**src/design/sfcp_pkg.sv**
```systemverilog
package sfcp_pkg;

  // Frame layout.
  localparam logic [7:0] Hdr0Byte   = 8'h42;
  localparam logic [7:0] Hdr1Byte   = 8'h52;
  localparam logic [3:0] PosFirst   = 4'd0;
  localparam logic [3:0] PosHdr1    = 4'd1;
  localparam logic [3:0] PosDistLo  = 4'd8;
  localparam logic [3:0] PosDistHi  = 4'd11;
  localparam logic [3:0] PosSumLow  = 4'd13;
  localparam logic [3:0] PosLast    = 4'd14;
  localparam logic [3:0] PosIdle    = 4'd15;

  // Result status codes.
  localparam logic [1:0] StatusOk        = 2'd0;
  localparam logic [1:0] StatusBadHeader = 2'd1;
  localparam logic [1:0] StatusBadSum    = 2'd2;
  localparam logic [1:0] StatusUnused    = 2'd3;

  // One received byte of a reply frame.
  typedef struct packed {
    logic [7:0] rx_byte;
    logic       frame_start;
  } in_item_t;

  // One frame result.
  typedef struct packed {
    logic [1:0]  frame_status;
    logic [31:0] distance;
  } out_item_t;

endpackage

```
**src/design/sonar_frame_checksum_parser_core.sv**
```systemverilog
// Channel   Direction  Handshake            Payload
// in        input      in_valid_i/in_stall_o    sfcp_pkg::in_item_t
// out       output     out_valid_o/out_stall_i  sfcp_pkg::out_item_t
//
// One byte is accepted per cycle unless the input stalls; the result of a
// frame appears on the cycle after its last byte (byte 14) is accepted.
// Each byte passes through one add and a few compares into the frame state.
// Reset returns the parser to idle with the kept distance at zero.
// The input stalls only when a result is still held by a stalled output and
// the next byte could be the last byte of a frame.
module sonar_frame_checksum_parser_core (
  input  logic                 clk_i,
  input  logic                 rst_ni,
  input  logic                 in_valid_i,
  output logic                 in_stall_o,
  input  sfcp_pkg::in_item_t   in_data_i,
  output logic                 out_valid_o,
  input  logic                 out_stall_i,
  output sfcp_pkg::out_item_t  out_data_o
);

  logic [3:0]          pos_q, pos_d;
  logic [15:0]         sum_q, sum_d;
  logic                hdr_good_q, hdr_good_d;
  logic [31:0]         pend_dist_q, pend_dist_d;
  logic                sum_low_q, sum_low_d;
  logic [31:0]         kept_dist_q, kept_dist_d;
  logic                out_valid_q, out_valid_d;
  sfcp_pkg::out_item_t out_data_q, out_data_d;

  logic       in_accept;
  logic [3:0] cur_pos;
  logic [7:0] b;
  logic       high_match;

  // Hold off input only when a last byte could meet a full, stalled output.
  assign in_stall_o = out_valid_q & out_stall_i & (pos_q == sfcp_pkg::PosLast);
  assign in_accept  = in_valid_i & ~in_stall_o;

  assign b          = in_data_i.rx_byte;
  assign cur_pos    = in_data_i.frame_start ? sfcp_pkg::PosFirst : pos_q;
  assign high_match = (sum_q[15:8] == b);

  // Frame state update for one accepted byte.
  always_comb begin
    pos_d       = pos_q;
    sum_d       = sum_q;
    hdr_good_d  = hdr_good_q;
    pend_dist_d = pend_dist_q;
    sum_low_d   = sum_low_q;
    kept_dist_d = kept_dist_q;
    out_valid_d = out_valid_q & out_stall_i;
    out_data_d  = out_data_q;
    if (in_accept && cur_pos != sfcp_pkg::PosIdle) begin
      pos_d = cur_pos + 4'd1;
      if (cur_pos == sfcp_pkg::PosFirst) begin
        sum_d       = {8'd0, b};
        pend_dist_d = '0;
        sum_low_d   = 1'b0;
        hdr_good_d  = (b == sfcp_pkg::Hdr0Byte);
      end else if (cur_pos < sfcp_pkg::PosSumLow) begin
        sum_d = sum_q + {8'd0, b};
      end
      if (cur_pos == sfcp_pkg::PosHdr1) begin
        hdr_good_d = hdr_good_q & (b == sfcp_pkg::Hdr1Byte);
      end
      if (cur_pos >= sfcp_pkg::PosDistLo && cur_pos <= sfcp_pkg::PosDistHi) begin
        pend_dist_d[{cur_pos[1:0], 3'b000} +: 8] = b;
      end
      if (cur_pos == sfcp_pkg::PosSumLow) begin
        sum_low_d = (sum_q[7:0] == b);
      end
      if (cur_pos == sfcp_pkg::PosLast) begin
        pos_d       = sfcp_pkg::PosIdle;
        out_valid_d = 1'b1;
        priority if (!hdr_good_q) begin
          out_data_d.frame_status = sfcp_pkg::StatusBadHeader;
        end else if (!(sum_low_q && high_match)) begin
          out_data_d.frame_status = sfcp_pkg::StatusBadSum;
        end else begin
          out_data_d.frame_status = sfcp_pkg::StatusOk;
          kept_dist_d             = pend_dist_q;
        end
        out_data_d.distance = (hdr_good_q && sum_low_q && high_match) ?
                              pend_dist_q : kept_dist_q;
      end
    end
  end

  // Control and frame state registers.
  always_ff @(posedge clk_i or negedge rst_ni) begin
    if (!rst_ni) begin
      pos_q       <= sfcp_pkg::PosIdle;
      sum_q       <= '0;
      hdr_good_q  <= 1'b0;
      pend_dist_q <= '0;
      sum_low_q   <= 1'b0;
      kept_dist_q <= '0;
      out_valid_q <= 1'b0;
    end else begin
      pos_q       <= pos_d;
      sum_q       <= sum_d;
      hdr_good_q  <= hdr_good_d;
      pend_dist_q <= pend_dist_d;
      sum_low_q   <= sum_low_d;
      kept_dist_q <= kept_dist_d;
      out_valid_q <= out_valid_d;
    end
  end

  // Result register.
  always_ff @(posedge clk_i) begin
    out_data_q <= out_data_d;
  end

  assign out_valid_o = out_valid_q;
  assign out_data_o  = out_data_q;

endmodule

```
**config.mk**
```make
export PLATFORM = sky130hd
export DESIGN_NAME = sonar_frame_checksum_parser_core
export DESIGN_NICKNAME = d
export VERILOG_FILES = /design/src/design/sfcp_pkg.sv /design/src/design/sonar_frame_checksum_parser_core.sv
export SDC_FILE = /design/constraint.sdc
export NUM_CORES = 1
export LEC_CHECK = 0
export BUFFER_PORTS_ARGS = -buffer_cell sky130_fd_sc_hd__buf_2
export CORE_UTILIZATION = 62
export CTS_BUF_LIST = sky130_fd_sc_hd__clkbuf_8
export DETAILED_ROUTE_END_ITERATION = 10
export PLACE_DENSITY = 0.82
export SKIP_CTS_REPAIR_TIMING = 1
export SLEW_MARGIN = 20
export SYNTH_ARGS = -nofsm -noshare
export SYNTH_HDL_FRONTEND = slang
export SYNTH_SLANG_ARGS = --single-unit
```
**constraint.sdc**
```tcl
create_clock -name clk_i -period 4.45 [get_ports clk_i]
set_input_delay 0.6675 -clock clk_i [delete_from_list [all_inputs] [get_ports clk_i]]
set_output_delay 0.6675 -clock clk_i [all_outputs]
set_load 0.1 [all_outputs]
```
==> run_results.csv, run 1 <==
group,metric,value,unit
status,status,"complete, but fails checks",
status,violations,"DRC",
critical_path,critical_path_class,"flip-flop to flip-flop",
timing,tightest_slew,1057,ps
placement,dp_cells,571,
clock_tree,cts-root-buf,"clkbuf_8",
clock_tree,cts_tree,"built",
floorplanning,die_area,0.009630,mm^2
layout,layout.cells.non_filler,603,
power_and_ir_drop,ir_worst_vdd,0.2664,mV
timing,min_period,3290,ps
layout,finalNetCount,510,
hold_path,hold_path_class,"input port to async pin",
grt,grt-ovfl-total,0,
critical_path,cp-end-kind,"flip-flop",
timing,finalHoldViolCount,0,
power_and_ir_drop,p_leak,2.930,nW
timing,finalClockSkew,9.866,ps
layout,n_fill_cell,570,
floorplanning,die_w,98.13,um
layout,drive_gt1_frac,0.3111,
grt,grt_max_degree,88,
route,antenna_left,0,
route,top_layer,"met4",
timing,rsz0062_at_grt,"no",
flow_run,cap_violations,0,
critical_path,reg2reg_setup_slack,1160,ps
synthesis,yosysWarningCount,0,
route,finalWirelength,11950,um
synthesis,synth_nets,465,
route,met1_length,5094,um
critical_path,crit_fanout,32,
critical_path,start_kind,"flip-flop",
route,first_iter_violations,173,
floorplanning,start_util,0.6475,
synthesis,synthFlopType,"dfrtp_1",
route,drc,5,
critical_path,worstPathArrival,3600,ps
route,via_count,3870,
layout,final_cell_mix,"83 x dfrtp_1, 47 x buf_2, 35 x mux2_2",
route,route.met3.wl,593,um
floorplanning,die_y,98.13,um
grt,grt_pass1_wl,19560,um
floorplanning,rows,34,
clock_tree,path_clk_slew,70,ps
grt,grt_usage,0.2693,
synthesis,syn_inst,437,
placement,port_buffers,48,
route,wire_per_inst,19.82,um
placement,dp_hpwl,7565,um
synthesis,synth-async-reset-ratio,0.7190,
placement,place_congestion,0.9229,
power_and_ir_drop,power,2.526,mW
grt,antenna_found_initial,0,
layout,diodes,0,
critical_path,crit_required,4760,ps
clock_tree,cts_made_buffers,17,
timing,setup_viol,0,
route,drt-pass1-iter-count,10,
layout,seq_area,0.003203,mm^2
timing,max_slew_margin,0.2951,
synthesis,synth_edf_count,34,
route,via_per_inst,6.418,
timing,tns,0,ps
grt,grt_pass1_vias,3839,
synthesis,synth-seq-cells,121,
timing,finalCritPeriodShare,0.7394,
layout,syn2layout_area_growth,11.42,%
layout,final_common_cell,"dfrtp_1",
floorplanning,io_pins,49,
layout,multi_input_area,0.002392,mm^2
floorplanning,core-area,0.008848,mm^2
clock_tree,h-tree-depth,4,
synthesis,ys_seq_area_frac,0.5591,
route,met2_length,5874,um
clock_tree,cts.path.max_buffers,2,
clock_tree,clock_latency,430,ps
timing,max_freq,303.9,MHz
timing,drv_slew,0,
synthesis,avgSynthCellArea,13.11,um^2
clock_tree,clkSinkCount,121,
synthesis,yosysUniqueCellTypes,52,
power_and_ir_drop,powerDensity,395.7,mW/mm^2
synthesis,synth_area,0.005729,mm^2
-- through the flow --
stage | hold WS (ps) | worst slack [ps] | util | area (um^2)
global placement | 465.5 | 951.9 | 0.6789 | 6007
detailed placement | 473.1 | 805.8 | 0.6789 | 6007
finish | 281.9 | 1160 | 0.7214 | 6384
CTS | 440.4 | 1197 | 0.7210 | 6380
global route | 339.4 | 954.2 | 0.7214 | 6384
floorplan | 371.9 | 834.8 | - | 5729
-- registers in the layout (all words and copies together), names as in the netlist --
| name | cells |
|---|---|
| out_data_o | 34 |
| kept_dist_q | 32 |
| pend_dist_q | 32 |
| sum_q | 16 |
| pos_q | 4 |
| hdr_good_q | 1 |
| out_valid_o | 1 |
| sum_low_q | 1 |
-- Yosys cell counts, drive strengths merged (2+ instances only) --
cell	number	area, um^2
inv	5	18.77
nand4b	2	17.52
xor2	8	70.07
xnor2	4	35.03
a21oi	14	70.07
nor3	3	15.01
o21a	3	22.52
nor3b	2	15.01
nand2b	6	37.54
nor4	6	52.55
mux2i	4	40.04
edfxtp	34	1021
or3	4	25.02
or4	2	15.01
buf	9	66.31
ha	14	175.2
a31oi	8	50.05
dfrtp	83	2077
o21ai	10	50.05
nand3	11	55.05
mux2	65	844.6
and2	3	18.77
nand2	32	120.1
a21o	8	60.06
dfstp	4	105.1
nor2	14	52.55
nand4	6	43.79
nor2b	2	12.51
o211ai	2	15.01
clkbuf	15	57.55
and3	5	31.28
a22o	32	280.3
and4	4	35.03
-- layout make-up --
cell class | count | area share
inverter | 5 | 0.002940
clock buffer | 18 | 0.03881
multi-input combinational | 287 | 0.3748
sequential | 121 | 0.5018
clock inverter | 14 | 0.01960
timing repair buffer | 50 | 0.04096
tap | 108 | 0.02117
-- critical path, stage by stage (launching register included) --
cell and delay [ps]:
dfstp_2 560, nand2b_1 160, inv_1 200, ha_1 230, nand2_1 90, o21a_1 270
nand2_1 310, or3_2 900, mux2_2 420
-- layer usage --
| metal | vias to the layer above | GRT usage |
|---|---|---|
| met5 | - | 0 |
| met4 | 0 | 0.1240 |
| met3 | 32 | 0.07516 |
| met2 | 142 | 0.4339 |
| met1 | 1971 | 0.3408 |
| li1 | 1725 | - |
-- report_power, final --
part / total (mW) / switching [mW] / internal [mW]
Sequential: 1.22 / 0.0411 / 1.18
Clock: 0.914 / 0.457 / 0.457
Combinational: 0.391 / 0.244 / 0.147
-- logic make-up after synthesis --
logic type                 synth area share
AOI/OAI and AO/OA                    0.1072
xor gates and xnor gates            0.01834
adders and majority gates           0.03407
buffers and inverters               0.02490
DFF                                  0.5591
muxes                                0.1544
and+or+nand+nor                      0.1020
-- worst paths after layout --
kind | to | cells past startpoint | from
min | kept_dist_q[1] | 1 | rst_ni
max reg2reg | kept_dist_q[0] | 8 | pos_q[0]
min reg2reg | sum_low_q | 2 | sum_low_q
max in group asynchronous | pend_dist_q[30] | 1 | rst_ni
min in group clk_i | out_valid_o | 2 | out_stall_i
max | kept_dist_q[0] | 8 | pos_q[0]
Power figures use the tool's default switching activity.
==> run 2: changes to the inputs <==
--- a/config.mk
+++ b/config.mk
@@ -5,6 +5,7 @@
 export SDC_FILE = /design/constraint.sdc
 export NUM_CORES = 1
 export LEC_CHECK = 0
+export ABC_AREA = 1
 export BUFFER_PORTS_ARGS = -buffer_cell sky130_fd_sc_hd__buf_2
 export CORE_UTILIZATION = 62
 export CTS_BUF_LIST = sky130_fd_sc_hd__clkbuf_8
==> constraint.sdc (replaced) <==
create_clock -name clk_i -period 3.4 [get_ports clk_i]
set_input_delay 0.51 -clock clk_i [delete_from_list [all_inputs] [get_ports clk_i]]
set_output_delay 0.51 -clock clk_i [all_outputs]
set_load 0.1 [all_outputs]
==> run 2 against run 1 <==
Net effect:
- the run now ends clean
- clock skew down 1.8 ps
- combinational power up 73%
- utilization down 0.41 points
- critical path depth down 3
- register-to-register slack worse by 520 ps
- total power up 47%
- routed wire length up 22%
- via count up 44%
- largest power group unchanged
- highest routed layer unchanged
==> run_results.csv, run 2 <==
group,metric,value,unit
layout,largest_reg_flops,34,
timing,max_freq,362.3,MHz
synthesis,synth_edf_count,34,
layout,final_cell_mix,"307 x nand2_1, 84 x nand3_1, 83 x dfrtp_1",
power_and_ir_drop,powerDensity,525.8,mW/mm^2
critical_path,crit_chain,"nand2_1 -> inv_1 -> nand2_1 -> nand2_1 -> nand2_1",
placement,place_congestion,0.9360,
route,finalWirelength,14640,um
critical_path,slowest_delay,940,ps
grt,grt_pass1_wl,24500,um
clock_tree,clock_latency,420,ps
synthesis,synth_nets,805,
layout,final_common_cell,"nand2_1",
timing,finalClockSkew,8.103,ps
critical_path,crit_fanout,33,
grt,antenna_found_initial,0,
floorplanning,rows,36,
route,via_per_inst,5.755,
synthesis,synthFlopType,"dfrtp_1",
grt,grt-ovfl-total,0,
critical_path,critPathTopFamily,"simple AND/OR/NAND/NOR gates",
timing,rsz0062_at_grt,"no",
route,wire_per_inst,15.09,um
grt,grt_pass1_vias,5284,
synthesis,yosysWarningCount,0,
status,status,"finished, final reports clean",
clock_tree,cts_made_buffers,17,
timing,whs,127.7,ps
layout,drive_gt1_frac,0.1410,
critical_path,slowest_stage,"nand2_1",
floorplanning,die_area,0.01055,mm^2
synthesis,synth_area_leader_cell,"dfrtp_1",
floorplanning,start_util,0.6407,
synthesis,yosysUniqueCellTypes,33,
synthesis,synth-seq-cells,121,
synthesis,synth_top_area_share,0.3302,
synthesis,synth_area,0.006291,mm^2
placement,dp_hpwl,9969,um
timing,tns,0,ps
clock_tree,path_clk_slew,70,ps
synthesis,synth-async-reset-ratio,0.7190,
critical_path,critPathMostFrequentCell,"nand2_1",
grt,grt_usage,0.3019,
grt,grt_max_degree,88,
critical_path,crit_required,3570,ps
hold_path,hold_path_class,"input port to async pin",
floorplanning,io_pins,49,
timing,tightest_slew,1095,ps
route,first_iter_violations,494,
power_and_ir_drop,power,3.704,mW
clock_tree,cts.path.max_buffers,2,
route,drt-pass1-iter-count,7,
clock_tree,h-tree-depth,4,
clock_tree,cts-root-buf,"clkbuf_8",
synthesis,avgSynthCellArea,8.097,um^2
floorplanning,die_w,102.7,um
floorplanning,core-area,0.009819,mm^2
timing,setup_viol,0,
layout,diodes,0,
critical_path,start_kind,"flip-flop",
critical_path,critical_path_class,"flip-flop to flip-flop",
placement,port_buffers,48,
timing,max_slew_margin,0.2682,
clock_tree,clkSinkCount,121,
timing,finalCritPeriodShare,0.8119,
route,drc,0,
floorplanning,die_y,102.7,um
layout,finalNetCount,852,
flow_run,cap_violations,0,
layout,syn2layout_area_growth,11.97,%
route,via_count,5582,
synthesis,synthTopCellsByCount,"307 x nand2_1, 84 x nand3_1, 83 x dfrtp_1",
critical_path,cp-end-kind,"flip-flop",
synthesis,ys_seq_area_frac,0.5091,
layout,postLayoutCoreUtil,0.7174,
synthesis,syn_inst,777,
timing,finalHoldViolCount,0,
synthesis,synth_most_common_cell,"nand2_1",
critical_path,worstPathArrival,2930,ps
power_and_ir_drop,ir_worst_vdd,0.3664,mV
placement,pre_cts_ws,722.8,ps
timing,min_period,2760,ps
power_and_ir_drop,p_leak,3.732,nW
clock_tree,cts_tree,"built",
timing,setup_ws,639.7,ps
synthesis,synth.area.top_cells,"dfrtp_1 33%, nand2_1 18%, edfxtp_1 16%",
route,antenna_left,0,
timing,drv_slew,0,
critical_path,path_buf_inv,1,
run 2: changes by cell type after synthesis, sizes merged, moves of 6 or more:
cell / before / now
nand2: 32 / 309
nand3: 11 / 87
mux2: 65 / 0
inv: 5 / 58
nor2: 14 / 62
nand4: 6 / 50
a22o: 32 / 0
buf: 9 / 18
a21o: 8 / 0
xor2: 8 / 0
clkbuf: 15 / 9
nand2b: 6 / 0
run 2: layer usage:
layer,global-route usage,wire length [um],share of wire,vias to the layer above
li1,-,-,-,2660
met1,0.3809,5965,0.41,2635
met2,0.5128,7358,0.50,255
met3,0.07051,1023,0.070,32
met4,0.1029,292,0.020,0
met5,0,0,0,-
run 2: where the power goes:
group	total (mW)	leakage, nW	switching, mW	internal (mW)
clock network	1.40	0.212	0.573	0.830
registers	1.63	1.53	0.0672	1.56
logic	0.675	1.99	0.456	0.219
total	3.70	3.73	1.10	2.61
run 2: final cells by class:
cell class	instances	area (um^2)
well taps	133	166.4
repair buffers	55	299.0
fillers	768	2775
clock buffers	19	261.5
inverters	58	217.7
multi-input cells	571	2724
clock inverters	13	172.7
flip-flops and latches	121	3203
run 2: worst paths after layout:
kind / from / to / slack [ps] / cells after the start
min in group clk_i: out_stall_i / out_valid_o / 320 / 3
worst max-delay path: sum_low_q / out_data_o[16] / 640 / 5
max in group asynchronous: rst_ni / pend_dist_q[7] / 2700 / 1
worst min-delay path: rst_ni / sum_q[3] / 130 / 1
worst max register to register: sum_low_q / out_data_o[16] / 640 / 5
worst min register to register: kept_dist_q[25] / kept_dist_q[25] / 470 / 2
run 2: cells by family (layout without fill, tap and decap cells):
family / Yosys count / after routing / share of synthesized area
adders and majority gates: 15 / 15 / 0.03103
AOI/OAI and AO/OA: 29 / 29 / 0.02586
buffers and inverters: 85 / 145 / 0.05788
DFF: 121 / 121 / 0.5091
and+or+nand+nor: 523 / 523 / 0.3705
xor gates and xnor gates: 4 / 4 / 0.005568
run 2: per-stage QoR:
step | instance area, um^2 | instances
CTS | 7041 | 970
detailed placement | 6606 | 938
global placement | 6606 | 938
finish | 7044 | 970
global route | 7044 | 970
floorplan | 6291 | 777
